===== config.mk =====
export PLATFORM = sky130hd
export DESIGN_NAME = tbc_ctrl
export DESIGN_NICKNAME = d
export VERILOG_FILES = /design/src/sv/tbc_pkg.sv /design/src/sv/tbc_ctrl.sv
export SDC_FILE = /design/constraint.sdc
export NUM_CORES = 1
export LEC_CHECK = 0
export BUFFER_PORTS_ARGS = -buffer_cell sky130_fd_sc_hd__buf_2
export CAP_MARGIN = 20
export CORE_MARGIN = 5
export CORE_UTILIZATION = 40
export DETAILED_ROUTE_END_ITERATION = 6
export SYNTH_ARGS = -nofsm -noshare
export SYNTH_HDL_FRONTEND = slang
export SYNTH_SLANG_ARGS = --single-unit

===== constraint.sdc =====
create_clock -name clk -period 2.55 [get_ports clk]
set_input_delay 0.51 -clock clk [delete_from_list [all_inputs] [get_ports clk]]
set_output_delay 0.51 -clock clk [all_outputs]
set_load 0.05 [all_outputs]

===== src/sv/tbc_pkg.sv =====
// Shared types, codes and constants of the buffer cache with reuse rings.
package tbc_pkg;

  localparam int DEF_MAX_ENTRIES = 96;
  localparam int DEF_RING_DEPTH  = 256;

  localparam logic [5:0]  TTL_SHORT  = 6'd2;
  localparam logic [5:0]  TTL_LONG   = 6'd60;
  localparam logic [31:0] ALIGN_MASK = 32'hFFFF_FFF0;

  localparam logic [6:0]  RST_G1_COUNT = 7'd48;
  localparam logic [6:0]  RST_TOTAL    = 7'd64;
  localparam logic [12:0] RST_G1_BYTES = 13'd1024;
  localparam logic [12:0] RST_G2_BYTES = 13'd512;
  localparam logic [12:0] MIN_BYTES    = 13'd16;
  localparam logic [12:0] MAX_BYTES    = 13'd4096;

  localparam logic [1:0] ACT_LOOKUP  = 2'd0;
  localparam logic [1:0] ACT_TICK    = 2'd1;
  localparam logic [1:0] ACT_REBUILD = 2'd2;
  localparam logic [1:0] ACT_NONE    = 2'd3;

  localparam logic [1:0] ST_HIT    = 2'd0;
  localparam logic [1:0] ST_MISS   = 2'd1;
  localparam logic [1:0] ST_NOFREE = 2'd2;
  localparam logic [1:0] ST_DONE   = 2'd3;

  localparam logic [1:0] CFG_G1_COUNT = 2'd0;
  localparam logic [1:0] CFG_TOTAL    = 2'd1;
  localparam logic [1:0] CFG_G1_BYTES = 2'd2;
  localparam logic [1:0] CFG_G2_BYTES = 2'd3;

  typedef enum logic [4:0] {
    OP_NONE,
    OP_LATCH,
    OP_CLR_INIT,
    OP_CLR_STEP,
    OP_TICK_INIT,
    OP_TICK_STEP,
    OP_RD_HINT,
    OP_SCAN_INIT,
    OP_SCAN_RD,
    OP_HIT,
    OP_UNL_RD,
    OP_UNL_MOVE,
    OP_TAIL_INC,
    OP_POP_RD1,
    OP_POP_RD2,
    OP_POP,
    OP_ALLOC,
    OP_NOFREE,
    OP_RES_IDLE
  } dp_op_t;

  typedef struct packed {
    logic [1:0] act;
    logic       scan_path;
    logic       scan_more;
    logic       hit;
    logic       need_unlink;
    logic       pos_at_tail;
    logic       r1_ne;
    logic       r2_ne_long;
    logic       idx_ok;
    logic       tick_fin;
    logic       sweep_last;
  } dp_stat_t;

endpackage


===== src/sv/tbc_ctrl.sv =====
// Controller state machine that sequences lookups, ticks and ring rebuilds.
module tbc_ctrl import tbc_pkg::*; (
  input  logic     clk,
  input  logic     rst,
  input  logic     start,
  input  dp_stat_t stat,
  output dp_op_t   op,
  output logic     busy,
  output logic     done
);

  typedef enum logic [3:0] {
    S_CLR_INIT,
    S_CLR,
    S_IDLE,
    S_DECODE,
    S_HINT_CHK,
    S_SCAN_RD,
    S_SCAN_CHK,
    S_UNLINK,
    S_UNL_MOVE,
    S_POP,
    S_ALLOC,
    S_TICK
  } state_t;

  state_t state, state_next;
  logic   report, report_next;
  logic   done_next;
  dp_op_t miss_op;

  always_comb begin
    if (stat.r2_ne_long) begin
      miss_op = OP_POP_RD2;
    end else if (stat.r1_ne) begin
      miss_op = OP_POP_RD1;
    end else begin
      miss_op = OP_NOFREE;
    end
  end

  always_comb begin
    op          = OP_NONE;
    state_next  = state;
    report_next = report;
    done_next   = 1'b0;
    unique case (state)
      S_CLR_INIT: begin
        op         = OP_CLR_INIT;
        state_next = S_CLR;
      end
      S_CLR: begin
        op = OP_CLR_STEP;
        if (stat.sweep_last) begin
          state_next  = S_IDLE;
          done_next   = report;
          report_next = 1'b0;
        end
      end
      S_IDLE: begin
        if (start) begin
          op         = OP_LATCH;
          state_next = S_DECODE;
        end
      end
      S_DECODE: begin
        unique case (stat.act)
          ACT_TICK: begin
            op         = OP_TICK_INIT;
            state_next = S_TICK;
          end
          ACT_REBUILD: begin
            op          = OP_CLR_INIT;
            report_next = 1'b1;
            state_next  = S_CLR;
          end
          ACT_NONE: begin
            op         = OP_RES_IDLE;
            done_next  = 1'b1;
            state_next = S_IDLE;
          end
          ACT_LOOKUP: begin
            if (stat.scan_path) begin
              op         = OP_SCAN_INIT;
              state_next = S_SCAN_RD;
            end else begin
              op         = OP_RD_HINT;
              state_next = S_HINT_CHK;
            end
          end
        endcase
      end
      S_SCAN_RD: begin
        if (stat.scan_more) begin
          op         = OP_SCAN_RD;
          state_next = S_SCAN_CHK;
        end else begin
          op = miss_op;
          if (miss_op == OP_NOFREE) begin
            done_next  = 1'b1;
            state_next = S_IDLE;
          end else begin
            state_next = S_POP;
          end
        end
      end
      S_SCAN_CHK: begin
        if (stat.hit) begin
          op         = OP_HIT;
          state_next = S_UNLINK;
        end else if (stat.scan_more) begin
          op = OP_SCAN_RD;
        end else begin
          op = miss_op;
          if (miss_op == OP_NOFREE) begin
            done_next  = 1'b1;
            state_next = S_IDLE;
          end else begin
            state_next = S_POP;
          end
        end
      end
      S_HINT_CHK: begin
        if (stat.hit) begin
          op         = OP_HIT;
          state_next = S_UNLINK;
        end else begin
          op = miss_op;
          if (miss_op == OP_NOFREE) begin
            done_next  = 1'b1;
            state_next = S_IDLE;
          end else begin
            state_next = S_POP;
          end
        end
      end
      S_UNLINK: begin
        if (stat.need_unlink && !stat.pos_at_tail) begin
          op         = OP_UNL_RD;
          state_next = S_UNL_MOVE;
        end else begin
          if (stat.need_unlink) begin
            op = OP_TAIL_INC;
          end
          done_next  = 1'b1;
          state_next = S_IDLE;
        end
      end
      S_UNL_MOVE: begin
        op         = OP_UNL_MOVE;
        done_next  = 1'b1;
        state_next = S_IDLE;
      end
      S_POP: begin
        op         = OP_POP;
        state_next = S_ALLOC;
      end
      S_ALLOC: begin
        op         = stat.idx_ok ? OP_ALLOC : OP_NOFREE;
        done_next  = 1'b1;
        state_next = S_IDLE;
      end
      S_TICK: begin
        if (stat.tick_fin) begin
          op         = OP_RES_IDLE;
          done_next  = 1'b1;
          state_next = S_IDLE;
        end else begin
          op = OP_TICK_STEP;
        end
      end
      default: begin
        state_next = S_IDLE;
      end
    endcase
  end

  always_ff @(posedge clk) begin
    if (rst) begin
      state  <= S_CLR_INIT;
      report <= 1'b0;
      done   <= 1'b0;
    end else begin
      state  <= state_next;
      report <= report_next;
      done   <= done_next;
    end
  end

  assign busy = (state != S_IDLE);

endmodule


### Word level (Yosys, flattened, before mapping)

Index checks and enable logic that the tools add are counted.

| word-level totals | value |
|---|---|
| bits in registers | 6 |
| output and inout port bits | 7 |

| operators by class | value |
|---|---|
| equality and inequality tests | 21 |
| muxes and demuxes | 37 |
| reductions and logical operators | 8 |

Operators with widths:

| operator | count |
|---|---|
| 5-bit case mux with 12 select lines | 1 |
| 4-bit two-way mux | 11 |
| 4-bit case mux with 10 select lines | 1 |
| 5-bit two-way mux | 6 |
| 5-bit case mux with 4 select lines | 1 |
| 4-bit by 3-bit equality test with 1-bit output (second input constant) | 4 |
| 4-bit equality test (second input constant) | 4 |
| 4-bit case mux with 4 select lines | 1 |
| 1-bit two-way mux | 14 |
| 4-bit by 2-bit equality test with 1-bit output (second input constant) | 2 |
| 1-bit case mux with 8 select lines | 1 |
| 2-bit != test (second input constant) | 3 |
| 5-bit equality test (second input constant) | 1 |
| 2-bit equality test (second input constant) | 2 |
| 4-bit by 1-bit equality test with 1-bit output (second input constant) | 1 |
| 4-bit zero test | 1 |
| 4-bit by 2-bit != test with 1-bit output (second input constant) | 1 |
| 4-bit AND reduction | 1 |
| 3-bit != test (second input constant) | 1 |
| 3-bit AND reduction | 1 |
| 2-bit by 1-bit equality test with 1-bit output (second input constant) | 1 |
| 2-bit zero test | 1 |
| 2-bit by 1-bit != test with 1-bit output (second input constant) | 1 |
| 1-bit case mux with 2 select lines | 1 |
| 4 further kinds | 4 |

### Depth between registers and ports, before layout

| logic depth | value |
|---|---|
| word-level depth | 7 |
| mapped depth | 6 |

### Worst setup path before layout

No wires, ideal clock.

| path | value |
|---|---|
| path type | reg2out |
| from | reg state[2] |
| to | out op[2] |
| data arrival time | 2.486 ns |
| data required time | 2.040 ns |
| setup slack | -0.446 ns |
| stages on the path, launching flop included | 4 |
| buffers on the path | 1 |
| path through | dfxtp_1 buf_2 a31oi_1 o311ai_0 |

| on the way | value |
|---|---|
| word-level cells in the longest chain between the ends | 2 |
| elaborated cells on any way between the ends | 13 |
| those cells by class | 11 x eq/ne; 1 x mux; 1 x reduce/logical |

Ends and longest elaborated chain:

| element | line | source |
|---|---|---|
| start: declaration | tbc_ctrl.sv:27 | `state_t state, state_next;` |
| start signal: assignment | tbc_ctrl.sv:184 | `state <= state_next;` |
| 4-bit equality test, or another cell as far along | tbc_ctrl.sv:47 | `unique case (state)` |
| 5-bit case mux with 12 select lines (*) | tbc_ctrl.sv:47 |  |
| end: declaration | tbc_ctrl.sv:7 | `output dp_op_t op,` |

Mark *: on every way between the ends. The rest lies on a longest branch, timed or not.

### Final worst setup path

| path | value |
|---|---|
| from | reg state[3] |
| to | out op[1] |

Same word-level chain as after synthesis.

==> flow_metrics.py <==
metrics = {
    "cts": {
        "insertion_delay_ps": 240,
        "clkTransAtPathRegs_ps": 50,
        "hold_buffers": 0,
        "cts_resized": 0,
        "cts_tree": "built",
        "htreeDepth": 1,
        "clock-sinks": 6,
        "post_cts_buffers": 0,
        "clock-root-buffer": "clkbuf_4",
        "cts_buffer_depth": 2,
        "cts_made_buffers": 3,
    },
    "power_and_ir_drop": {
        "p_sw_share_pct": 53.5,
        "seqPwrFrac_pct": 21.4,
        "pwr-share-comb_pct": 67.4,
        "ir_drop_v": 0.000400,
        "p_switching_mw": 0.420,
        "p_int_mw": 0.365,
        "power_mw": 0.785,
        "p_leak_nw": 0.355,
        "clock_power_share_pct": 11.2,
        "p_per_area_nw_per_um2": 824,
    },
    "drt": {
        "viasPerCell": 6.20,
        "drtPass1Iterations": 6,
        "ant_nets": 0,
        "vias": 998,
        "drt_iter0_markers": 60,
        "finalWirelength_microns": 2450,
        "drc": 0,
        "wire_per_inst_microns": 15.2,
    },
    "synth": {
        "yosys_register_bits": 6,
        "synth_fa_ha_area_share_pct": 0,
        "synthXorXnorAreaFrac_pct": 0,
        "async_reset_ff_share_pct": 0,
        "synth_edf_count": 0,
        "synth_top_family_by_area": "compound AO/OA/AOI/OAI gates",
        "syn_area_sq_um": 779,
        "synth-simple-area-share_pct": 37.9,
        "yosysSeqAreaShare_pct": 15.4,
        "synth-compound-area-share_pct": 39.6,
        "syn_nets": 125,
        "netlist_instances": 110,
        "syn_area_per_cell_sq_um": 7.09,
        "ys.flop_type": "dfxtp_1",
        "synth.area.mux_share_pct": 0,
        "yosysUniqueCellTypes": 46,
        "ys_warn_count": 0,
    },
    "cells_and_area": {
        "syn_to_final_growth_pct": 22.2,
        "antenna_cells": 0,
        "drive_gt1_share_pct": 29.9,
        "final_cells": 161,
        "fill_cells": 190,
        "stdcell_area_sq_um": 952,
        "nNetsFinal": 151,
    },
    "sta": {
        "setup_violations": 0,
        "fin_skew_ps": 0.904,
        "slew_headroom_pct": 65.8,
        "slew_viol_final": 0,
        "rsz0062_at_grt": "false",
        "finalCritPeriodShare_pct": 94.7,
        "hold_viol": 0,
        "tightest_slew_ps": 511,
        "setup_tns_ps": 0,
        "min_period_ps": 2410,
        "fmax_mhz": 414,
    },
    "critical_path": {
        "crit_family": "simple AND/OR/NAND/NOR gates",
        "reg2reg_slack_ps": 880,
        "required_ps": 2040,
        "r2r_end": "state[3]",
        "crit_slowest_cell": "dfxtp_1",
        "critPathKind": "reg -> out",
        "worst_setup_path_endpoint": "op[1]",
        "crit_chain": "buf_4, nand2b_2, nor3_1, or3_1, a31o_1, buf_2",
        "crit_start": "state[3]",
        "max_stage_delay_ps": 450,
        "end_kind": "primary output",
        "cp_max_fo": 7,
        "path_buf_inv": 2,
        "worstRegToRegCells": 5,
        "r2r_start": "state[0]",
        "path_depth": 6,
        "cp-start-kind": "flip-flop",
        "cp.arrival_ps": 1900,
    },
    "floorplanning": {
        "die_x_microns": 54.1,
        "row_count": 16,
        "die_y_microns": 54.1,
        "core-area_sq_um": 1900,
        "start_util_pct": 41.0,
        "die_area_sq_um": 2930,
        "num_io_pins": 22,
    },
    "global_route": {
        "grt_pass1_vias": 899,
        "grt_max_degree": 15,
        "grt_pass1_wl_microns": 4110,
        "antenna_found_initial": 0,
        "overflow": 0,
        "grt_usage_pct": 19.1,
    },
    "placed_design": {
        "io_buffers": 21,
        "placed_area_sq_um": 927,
        "hpwl_microns": 1900,
        "gp_congestion": 0.899,
        "dp.cells": 158,
    },
    "status": {
        "status": "finished clean",
    },
    "flow_run": {
        "maxCapViolations": 0,
    },
    "min_path": {
        "hp-class": "reg -> reg",
    },
}
-- synth_stat cells, types with 2 or more instances --
cell | instances | area, sq um
nand2b_1 | 3 | 18.8
o21ai_1 | 2 | 10.0
buf_2 | 5 | 25.0
dfxtp_1 | 6 | 120
o21ai_0 | 5 | 25.0
a31oi_1 | 4 | 25.0
nor3_1 | 7 | 35.0
a211oi_1 | 2 | 15.0
nor3b_1 | 2 | 15.0
nand2_1 | 6 | 22.5
a21oi_1 | 9 | 45.0
nor2_1 | 10 | 37.5
nor2b_1 | 5 | 31.3
nand2b_2 | 2 | 17.5
or2_0 | 2 | 12.5
or3_1 | 3 | 18.8
inv_1 | 3 | 11.3
o22ai_1 | 3 | 18.8
o32ai_1 | 2 | 17.5
nand3_1 | 2 | 10.0
o21bai_1 | 2 | 15.0
-- per-stage QoR --
step	util [%]	hold WS (ps)	setup slack, ps
5_1_grt	50.1	484	6.52
4_1_cts	49.9	463	62.8
3_3_place_gp	48.8	446	301
3_5_place_dp	48.8	457	334
2_1_floorplan	-	430	147
6_report	50.1	469	135
-- area by class of cell --
| class | instances | area, sq um | area share [%] |
|---|---|---|---|
| Tap cell | 27 | 33.8 | 3.55 |
| Sequential cell | 6 | 123 | 12.9 |
| Clock buffer | 3 | 22.5 | 2.37 |
| Multi-Input combinational cell | 94 | 604 | 63.5 |
| Inverter | 3 | 11.3 | 1.18 |
| Timing Repair Buffer | 28 | 158 | 16.6 |
-- routing by layer --
metal / GRT usage [%] / part of all wire (%) / vias up / wire, microns
li1: - / - / 475 / -
met1: 25.1 / 42 / 457 / 1030
met2: 29.3 / 47 / 60 / 1150
met3: 5.26 / 8.9 / 6 / 219
met4: 7.05 / 1.8 / 0 / 45
met5: 0 / 0 / - / 0
-- state kept, by name, indices dropped and copies added (netlist names) --
signal and flops:
done 1, report 1, state 4
-- kinds of logic (layout without fill, tap and decap cells) --
kind of cell           Yosys count  after routing
AOI/OAI and AO/OA               44             44
buffers and inverters           10             34
and+or+nand+nor                 50             50
DFF                              6              6
-- placed cells by master, fill, tap and decap left out, types with 2 or more instances in the layout --
cell       n
nor3b_1    2
buf_2     21
o21bai_1   2
nand2b_1   3
dfxtp_1    4
a31oi_1    4
nor2_1    10
or2_0      2
o32ai_1    2
clkbuf_4   3
o21ai_0    5
nor3_1     7
nand2_1    6
nor2b_1    5
nand3_1    2
o22ai_1    3
buf_4      7
nand2b_2   2
dfxtp_2    2
o311ai_1   2
a21oi_1    9
inv_1      3
a211oi_1   2
o21ai_1    2
or3_1      3
-- power groups by stage --
stage | Clock, mW | Sequential, mW | Combinational (mW)
6_report | 0.0877 | 0.168 | 0.529
5_1_grt | 0.101 | 0.172 | 0.575
4_1_cts | 0.0902 | 0.164 | 0.526
3_5_place_dp | 0 | 0.165 | 0.525
3_3_place_gp | 0 | 0.167 | 0.530
2_1_floorplan | 0 | 0.133 | 0.433
-- worst min-delay path by stage --
| stage | endpoint | from | slack (ps) | cells after the start |
|---|---|---|---|---|
| finish | report | report | 470 | 2 |
| global route | report | report | 480 | 2 |
| CTS | report | report | 460 | 2 |
| detailed placement | report | report | 460 | 2 |
| global placement | report | report | 450 | 2 |
| floorplan | report | report | 430 | 2 |
-- worst register-to-register path: cells and delay by family, from the launching register on --
kind / cells / cell delay [ps]
buf+inv: 1 / 210
flops: 1 / 520
simple gates: 1 / 440
compound gates: 3 / 360
Note: power is estimated with default switching activity, not from simulation.
